$ cat config.mk
export PLATFORM = sky130hd
export DESIGN_NAME = sha384he_round
export DESIGN_NICKNAME = d
export VERILOG_FILES = /design/src/hdl/sha384he_pkg.sv /design/src/hdl/sha384he_round.sv
export SDC_FILE = /design/constraint.sdc
export NUM_CORES = 1
export LEC_CHECK = 0
export ABC_AREA = 0
export BUFFER_PORTS_ARGS = -buffer_cell sky130_fd_sc_hd__buf_2
export CORE_AREA = 3 3 451 453
export DETAILED_ROUTE_END_ITERATION = 8
export DIE_AREA = 0 0 454 456
export GPL_TIMING_DRIVEN = 0
export PLACE_DENSITY_LB_ADDON = 0.08
export SYNTH_ARGS = -nofsm -noshare
export SYNTH_HDL_FRONTEND = slang
export SYNTH_SLANG_ARGS = --single-unit
$ cat constraint.sdc
create_clock -name vclk -period 12.75
set_input_delay 1.9125 -clock vclk [all_inputs]
set_output_delay 1.9125 -clock vclk [all_outputs]
set_load 0.02 [all_outputs]
$ cat src/hdl/sha384he_pkg.sv
// Shared types and constant tables for the SHA-384 hash engine.
package sha384he_pkg;

  // One input beat: absorb a byte or finish the message.
  typedef struct packed {
    logic       action;
    logic [7:0] data_byte;
  } in_t;

  // One output beat: a single digest word.
  typedef struct packed {
    logic [63:0] digest_word;
    logic [2:0]  word_index;
    logic        last_word;
  } out_t;

  // Eight working variables a..h, index 0 is a.
  typedef logic [7:0][63:0] vars_t;

  typedef enum logic [2:0] {
    ST_IDLE,
    ST_PAD,
    ST_ZFILL,
    ST_LOAD,
    ST_ROUND,
    ST_FINAL,
    ST_EREAD,
    ST_ELOAD
  } state_e;

  localparam logic       ACT_ABSORB = 1'b0;
  localparam logic       ACT_FINISH = 1'b1;
  localparam int         NumRounds  = 80;
  localparam logic [6:0] LastRound  = 7'(NumRounds - 1);
  localparam logic [2:0] LastWord   = 3'd5;

  localparam logic [63:0] IV_TAB [8] = '{
    64'hCBBB9D5DC1059ED8, 64'h629A292A367CD507, 64'h9159015A3070DD17,
    64'h152FECD8F70E5939, 64'h67332667FFC00B31, 64'h8EB44A8768581511,
    64'hDB0C2E0D64F98FA7, 64'h47B5481DBEFA4FA4
  };

  localparam logic [63:0] RC_TAB [NumRounds] = '{
    64'h428A2F98D728AE22, 64'h7137449123EF65CD, 64'hB5C0FBCFEC4D3B2F, 64'hE9B5DBA58189DBBC,
    64'h3956C25BF348B538, 64'h59F111F1B605D019, 64'h923F82A4AF194F9B, 64'hAB1C5ED5DA6D8118,
    64'hD807AA98A3030242, 64'h12835B0145706FBE, 64'h243185BE4EE4B28C, 64'h550C7DC3D5FFB4E2,
    64'h72BE5D74F27B896F, 64'h80DEB1FE3B1696B1, 64'h9BDC06A725C71235, 64'hC19BF174CF692694,
    64'hE49B69C19EF14AD2, 64'hEFBE4786384F25E3, 64'h0FC19DC68B8CD5B5, 64'h240CA1CC77AC9C65,
    64'h2DE92C6F592B0275, 64'h4A7484AA6EA6E483, 64'h5CB0A9DCBD41FBD4, 64'h76F988DA831153B5,
    64'h983E5152EE66DFAB, 64'hA831C66D2DB43210, 64'hB00327C898FB213F, 64'hBF597FC7BEEF0EE4,
    64'hC6E00BF33DA88FC2, 64'hD5A79147930AA725, 64'h06CA6351E003826F, 64'h142929670A0E6E70,
    64'h27B70A8546D22FFC, 64'h2E1B21385C26C926, 64'h4D2C6DFC5AC42AED, 64'h53380D139D95B3DF,
    64'h650A73548BAF63DE, 64'h766A0ABB3C77B2A8, 64'h81C2C92E47EDAEE6, 64'h92722C851482353B,
    64'hA2BFE8A14CF10364, 64'hA81A664BBC423001, 64'hC24B8B70D0F89791, 64'hC76C51A30654BE30,
    64'hD192E819D6EF5218, 64'hD69906245565A910, 64'hF40E35855771202A, 64'h106AA07032BBD1B8,
    64'h19A4C116B8D2D0C8, 64'h1E376C085141AB53, 64'h2748774CDF8EEB99, 64'h34B0BCB5E19B48A8,
    64'h391C0CB3C5C95A63, 64'h4ED8AA4AE3418ACB, 64'h5B9CCA4F7763E373, 64'h682E6FF3D6B2B8A3,
    64'h748F82EE5DEFB2FC, 64'h78A5636F43172F60, 64'h84C87814A1F0AB72, 64'h8CC702081A6439EC,
    64'h90BEFFFA23631E28, 64'hA4506CEBDE82BDE9, 64'hBEF9A3F7B2C67915, 64'hC67178F2E372532B,
    64'hCA273ECEEA26619C, 64'hD186B8C721C0C207, 64'hEADA7DD6CDE0EB1E, 64'hF57D4F7FEE6ED178,
    64'h06F067AA72176FBA, 64'h0A637DC5A2C898A6, 64'h113F9804BEF90DAE, 64'h1B710B35131C471B,
    64'h28DB77F523047D84, 64'h32CAAB7B40C72493, 64'h3C9EBE0A15C9BEBC, 64'h431D67C49C100D4C,
    64'h4CC5D4BECB3E42B6, 64'h597F299CFC657E2A, 64'h5FCB6FAB3AD6FAEC, 64'h6C44198C4A475817
  };

  function automatic logic [63:0] rotr(input logic [63:0] x, input int n);
    rotr = (x >> n) | (x << (64 - n));
  endfunction

endpackage

$ cat src/hdl/sha384he_round.sv
// One SHA-512-family compression round on the working variables.
module sha384he_round (
  input  sha384he_pkg::vars_t v_i,
  input  logic [63:0]         w_i,
  input  logic [63:0]         k_i,
  output sha384he_pkg::vars_t v_o
);
  import sha384he_pkg::*;

  logic [63:0] sig1, sig0, ch, maj, t1, t2;

  // Sigma and choose/majority terms.
  always_comb begin
    sig1 = rotr(v_i[4], 14) ^ rotr(v_i[4], 18) ^ rotr(v_i[4], 41);
    sig0 = rotr(v_i[0], 28) ^ rotr(v_i[0], 34) ^ rotr(v_i[0], 39);
    ch   = v_i[6] ^ (v_i[4] & (v_i[5] ^ v_i[6]));
    maj  = (v_i[0] & v_i[1]) | (v_i[2] & (v_i[0] | v_i[1]));
    t1   = v_i[7] + sig1 + ch + k_i + w_i;
    t2   = sig0 + maj;
  end

  // Rotate the variables and insert the new a and e.
  always_comb begin
    v_o[7] = v_i[6];
    v_o[6] = v_i[5];
    v_o[5] = v_i[4];
    v_o[4] = v_i[3] + t1;
    v_o[3] = v_i[2];
    v_o[2] = v_i[1];
    v_o[1] = v_i[0];
    v_o[0] = t1 + t2;
  end

endmodule

==> flow_summary.json, run 1 <==
{
  "synthTopCellsByArea": "fa_1 21%, xnor2_1 12%, buf_4 12%, ha_1 9.8%, inv_1 8.1%",
  "rows": 164,
  "min_delay_path_depth": 2,
  "hold_violations": 0,
  "grt_overflow": 0,
  "viasPerCell": 3.64,
  "cp_common_cell": "fa_1",
  "min_period_over_period": 0.968,
  "finalMaxSlewViolations": 0,
  "clock_buffers": 0,
  "synth-compound-area-share": 0.178,
  "avgSynthCellArea_um2": 7.79,
  "crit_family": "adder cells",
  "io_pins": 1152,
  "muxShareOfSynthArea": 0.0285,
  "worst_pin_slew_ns": 1.22,
  "setup-violations-final": 0,
  "seq_cells": 0,
  "antenna_found_initial": 77,
  "gp_congestion": 0.867,
  "drt.antenna.violating_nets": 0,
  "critPathMaxStageDelay_ns": 0.70,
  "grt_pass1_wl_mm": 250,
  "syn_nets": 4176,
  "die_w_um": 454,
  "vias": 25100,
  "yosys-top-cells-count": "522 x inv_1, 384 x buf_4, 333 x xnor2_1",
  "grtUsageTotal": 0.179,
  "min_from": "v_i[290]",
  "place_ws_ns": -1.70,
  "crit_arrival_ns": 10.43,
  "yosysMostFrequentCell": "inv_1",
  "syn2layout_area_growth_pct": 39.4,
  "layout_setup_ws_ns": 0.408,
  "hold_path.class": "in2out",
  "port_buffers": 1123,
  "min_period_ns": 12.34,
  "drcViolationCount": 0,
  "start_util": 0.121,
  "status": "complete, no violations",
  "yosysSeqAreaShare": 0,
  "core-area_um2": 200000,
  "grt_pass1_vias": 27000,
  "dpl.hpwl_mm": 182,
  "critical_path.max_fanout": 6,
  "min_to": "v_o[354]",
  "netlist_instances": 3094,
  "start_kind": "input port",
  "critPathSlowestCell": "xor2_1",
  "ys_warn_count": 0,
  "worst_ep_required_time_ns": 10.84,
  "synth-adder-area-share": 0.326,
  "synth_top_family_by_area": "adder cells",
  "endpoint_kind": "output port",
  "drtIter0Drc": 990,
  "grt_max_degree": 11,
  "die-area_um2": 207000,
  "cp_num_buf_inv": 6,
  "drive_gt1_frac": 0.386,
  "wirelength_mm": 193,
  "maxSlewHeadroom": 0.184,
  "synth_cell_types": 85,
  "die_h_um": 456,
  "layout.nets": 5306,
  "maxCapViolCount": 0,
  "wl_per_cell_um": 27.9,
  "fmax_ghz": 0.0810,
  "crit_type": "in2out",
  "synth_xor_area_frac": 0.164,
  "grt_setup_unrepaired": "true",
  "synth_area_leader_cell": "fa_1",
  "drt_first_pass_iters": 5,
  "synth_top_area_share": 0.210,
  "synth-simple-area-share": 0.0866,
  "seqCellArea_um2": 0,
  "netlist_area_um2": 24100
}
area by class of cell:
class / instances / area, um2
inverters: 522 / 1960
multi-input cells: 2090 / 19300
repair buffers: 1128 / 5690
fillers: 23200 / 166000
diodes: 26 / 65.1
plain buffers: 482 / 3280
well taps: 2656 / 3320
worst max path at each step:
stage	end	start	depth (start not counted)	slack, ns
2_1_floorplan	v_o[61]	v_i[449]	28	2.25
3_5_place_dp	v_o[63]	v_i[276]	30	-1.70
3_3_place_gp	v_o[63]	v_i[276]	30	-1.70
6_report	v_o[61]	v_i[449]	28	0.41
4_1_cts	v_o[61]	v_i[276]	31	0.04
5_1_grt	v_o[61]	v_i[467]	32	-0.06
stage by stage:
stage / std cells / util / setup TNS [ns] / instance area (um2) / hold slack, ns
finish: 6904 / 0.168 / 0 / 33600 / 4.04
global route: 6883 / 0.168 / -0.0640 / 33500 / 4.05
CTS: 6877 / 0.167 / 0 / 33400 / 4.04
detailed placement: 6875 / 0.166 / -21.20 / 33100 / 4.04
global placement: 6873 / 0.166 / -22.60 / 33100 / 4.05
floorplan: 3094 / - / 0 / 24100 / 3.94
cells by family (layout without fill, tap and decap cells):
kind of cell             after synthesis  count (layout)
other                                  0              26
buffers and inverters               1004            2132
AO/OA/AOI/OAI                        664             664
multiplexers                          66              66
adder cells (fa/ha/maj)              485             485
AND/OR/NAND/NOR                      427             427
XOR/XNOR                             448             448
cell usage in the layout (no fill, tap or decap), types with 18 or more instances in the layout:
cell type / Yosys / routed
nand2_1: 134 / 134
clkbuf_1: 90 / 74
and3_1: 30 / 30
o21bai_1: 39 / 39
xor2_1: 113 / 107
nor2_1: 87 / 86
nor2b_1: 18 / 18
ha_1: 189 / 189
xnor2_1: 333 / 308
mux2i_1: 44 / 44
nor3_1: 27 / 25
fa_1: 253 / 253
a31oi_1: 23 / 23
o21ai_0: 114 / 108
maj3_1: 43 / 43
buf_4: 384 / 388
diode_2: 0 / 26
nand3_1: 34 / 34
nand4_1: 40 / 40
buf_2: 7 / 1129
mux2_2: 22 / 22
inv_1: 522 / 522
o21ai_1: 12 / 18
a21o_1: 130 / 130
a21oi_1: 209 / 205
xnor2_2: 0 / 24
metal layers:
layer / part of all wire / track usage / routed length (um) / vias up
met5: 0.00065 / 0 / 126 / -
met4: 0.017 / 0.0229 / 3210 / 20
met3: 0.031 / 0.0175 / 6000 / 148
met2: 0.56 / 0.363 / 108000 / 713
met1: 0.39 / 0.200 / 75100 / 12200
li1: - / - / - / 12000
repair_timing:
item / 4_1_cts / 5_1_grt
pin swaps: 3 / 1
endpoints found under the hold margin: 0 / 0
endpoints found under the setup margin: 32 / 12
gates cloned: 0 / 0
hold buffers: 0 / 0
resized for setup: 52 / 29
setup buffers: 2 / 1
==> run 2: changes to the inputs <==
GPL_TIMING_DRIVEN = not set   (was 0)
==> flow_summary.json, run 2 (same netlist as run 1, synthesis figures left out) <==
{
  "status": "complete, no violations",
  "setup-violations-final": 0,
  "grt_overflow": 0,
  "vias": 24300,
  "layout_commonest_cell": "buf_2",
  "drive_gt1_frac": 0.342,
  "worst_pin_slew_ns": 1.18,
  "finalMaxSlewViolations": 0,
  "rows": 164,
  "maxSlewHeadroom": 0.205,
  "die_w_um": 454,
  "critPathSlowestCell": "xnor2_1",
  "die-area_um2": 207000,
  "hold_path.class": "in2out",
  "wirelength_mm": 195,
  "hold_violations": 0,
  "m1WireLength_mm": 74.7,
  "die_h_um": 456,
  "seq_cells": 0,
  "start_kind": "input port",
  "drcViolationCount": 0,
  "grt_pass1_vias": 25900,
  "layout.nets": 4963,
  "drt_first_pass_iters": 5,
  "crit_family": "compound AO/OA/AOI/OAI gates",
  "crit_arrival_ns": 10.41,
  "critical_path.max_fanout": 7,
  "port_buffers": 1152,
  "crit_type": "in2out",
  "wl_per_cell_um": 29.8,
  "viasPerCell": 3.70,
  "endpoint_kind": "output port",
  "final_cell_mix": "1153 x buf_2, 522 x inv_1, 327 x xnor2_1, 253 x fa_1, 209 x a21oi_1",
  "grt_setup_unrepaired": "false",
  "grt_pass1_wl_mm": 249,
  "critPathMaxStageDelay_ns": 0.82,
  "drt.antenna.violating_nets": 0,
  "clock_buffers": 0,
  "syn2layout_area_growth_pct": 28.2,
  "seqCellArea_um2": 0,
  "worst_ep_required_time_ns": 10.84,
  "antenna_found_initial": 89,
  "gp_congestion": 0.863,
  "min_period_over_period": 0.966,
  "maxCapViolCount": 0,
  "dr.max_layer_used": "met5",
  "cp_num_buf_inv": 6,
  "grtUsageTotal": 0.180,
  "min_period_ns": 12.32,
  "grt_max_degree": 13,
  "met3_wirelength_mm": 5.88,
  "start_util": 0.121,
  "fmax_ghz": 0.0812,
  "drtIter0Drc": 1089,
  "timing.hold.ws_ns": 4.06,
  "dpl.hpwl_mm": 185,
  "io_pins": 1152,
  "core-area_um2": 200000,
  "wl_met2_mm": 110
}
[run 2: cell types whose count changed in the layout (fill, tap and decap cells not counted), sizes merged]
cell	delta
buf	-252
diode	-15
clkbuf	-91
[run 2: final timing paths]
| path | start | slack [ns] | to | cells past startpoint |
|---|---|---|---|---|
| worst max-delay path | v_i[274] | 0.43 | v_o[61] | 30 |
| worst min-delay path | v_i[320] | 4.06 | v_o[384] | 2 |
[run 2: metrics by stage]
stage | TNS [ns] | util | cells | setup WS, ns | area, um2
global placement | -2.03 | 0.154 | 6533 | -0.651 | 30800
finish | 0 | 0.155 | 6546 | 0.431 | 30900
detailed placement | -0.190 | 0.154 | 6534 | -0.0925 | 30800
CTS | 0 | 0.154 | 6534 | 0.100 | 30800
global route | 0 | 0.155 | 6537 | 0.0263 | 30900
floorplan | 0 | - | 3094 | 2.25 | 24100
[run 2: final cells by class]
| cell class | instances | area [um2] |
|---|---|---|
| diodes | 11 | 27.5 |
| fillers | 23200 | 169000 |
| inverters | 522 | 1960 |
| multi-input cells | 2090 | 19000 |
| well taps | 2656 | 3320 |
| repair buffers | 1267 | 6640 |
[run 2: layer usage]
metal / global-route usage / vias to the layer above
met2: 0.370 / 825
met3: 0.0152 / 193
li1: - / 11400
met5: 0 / -
met1: 0.200 / 11900
met4: 0.0222 / 24
[run 2: what timing repair did]
action                                  CTS  global route
endpoints found under the setup margin    4             9
pin swaps                                 0             1
gates resized for setup                   2             9
setup buffers                             0             1
hold buffers                              0             0
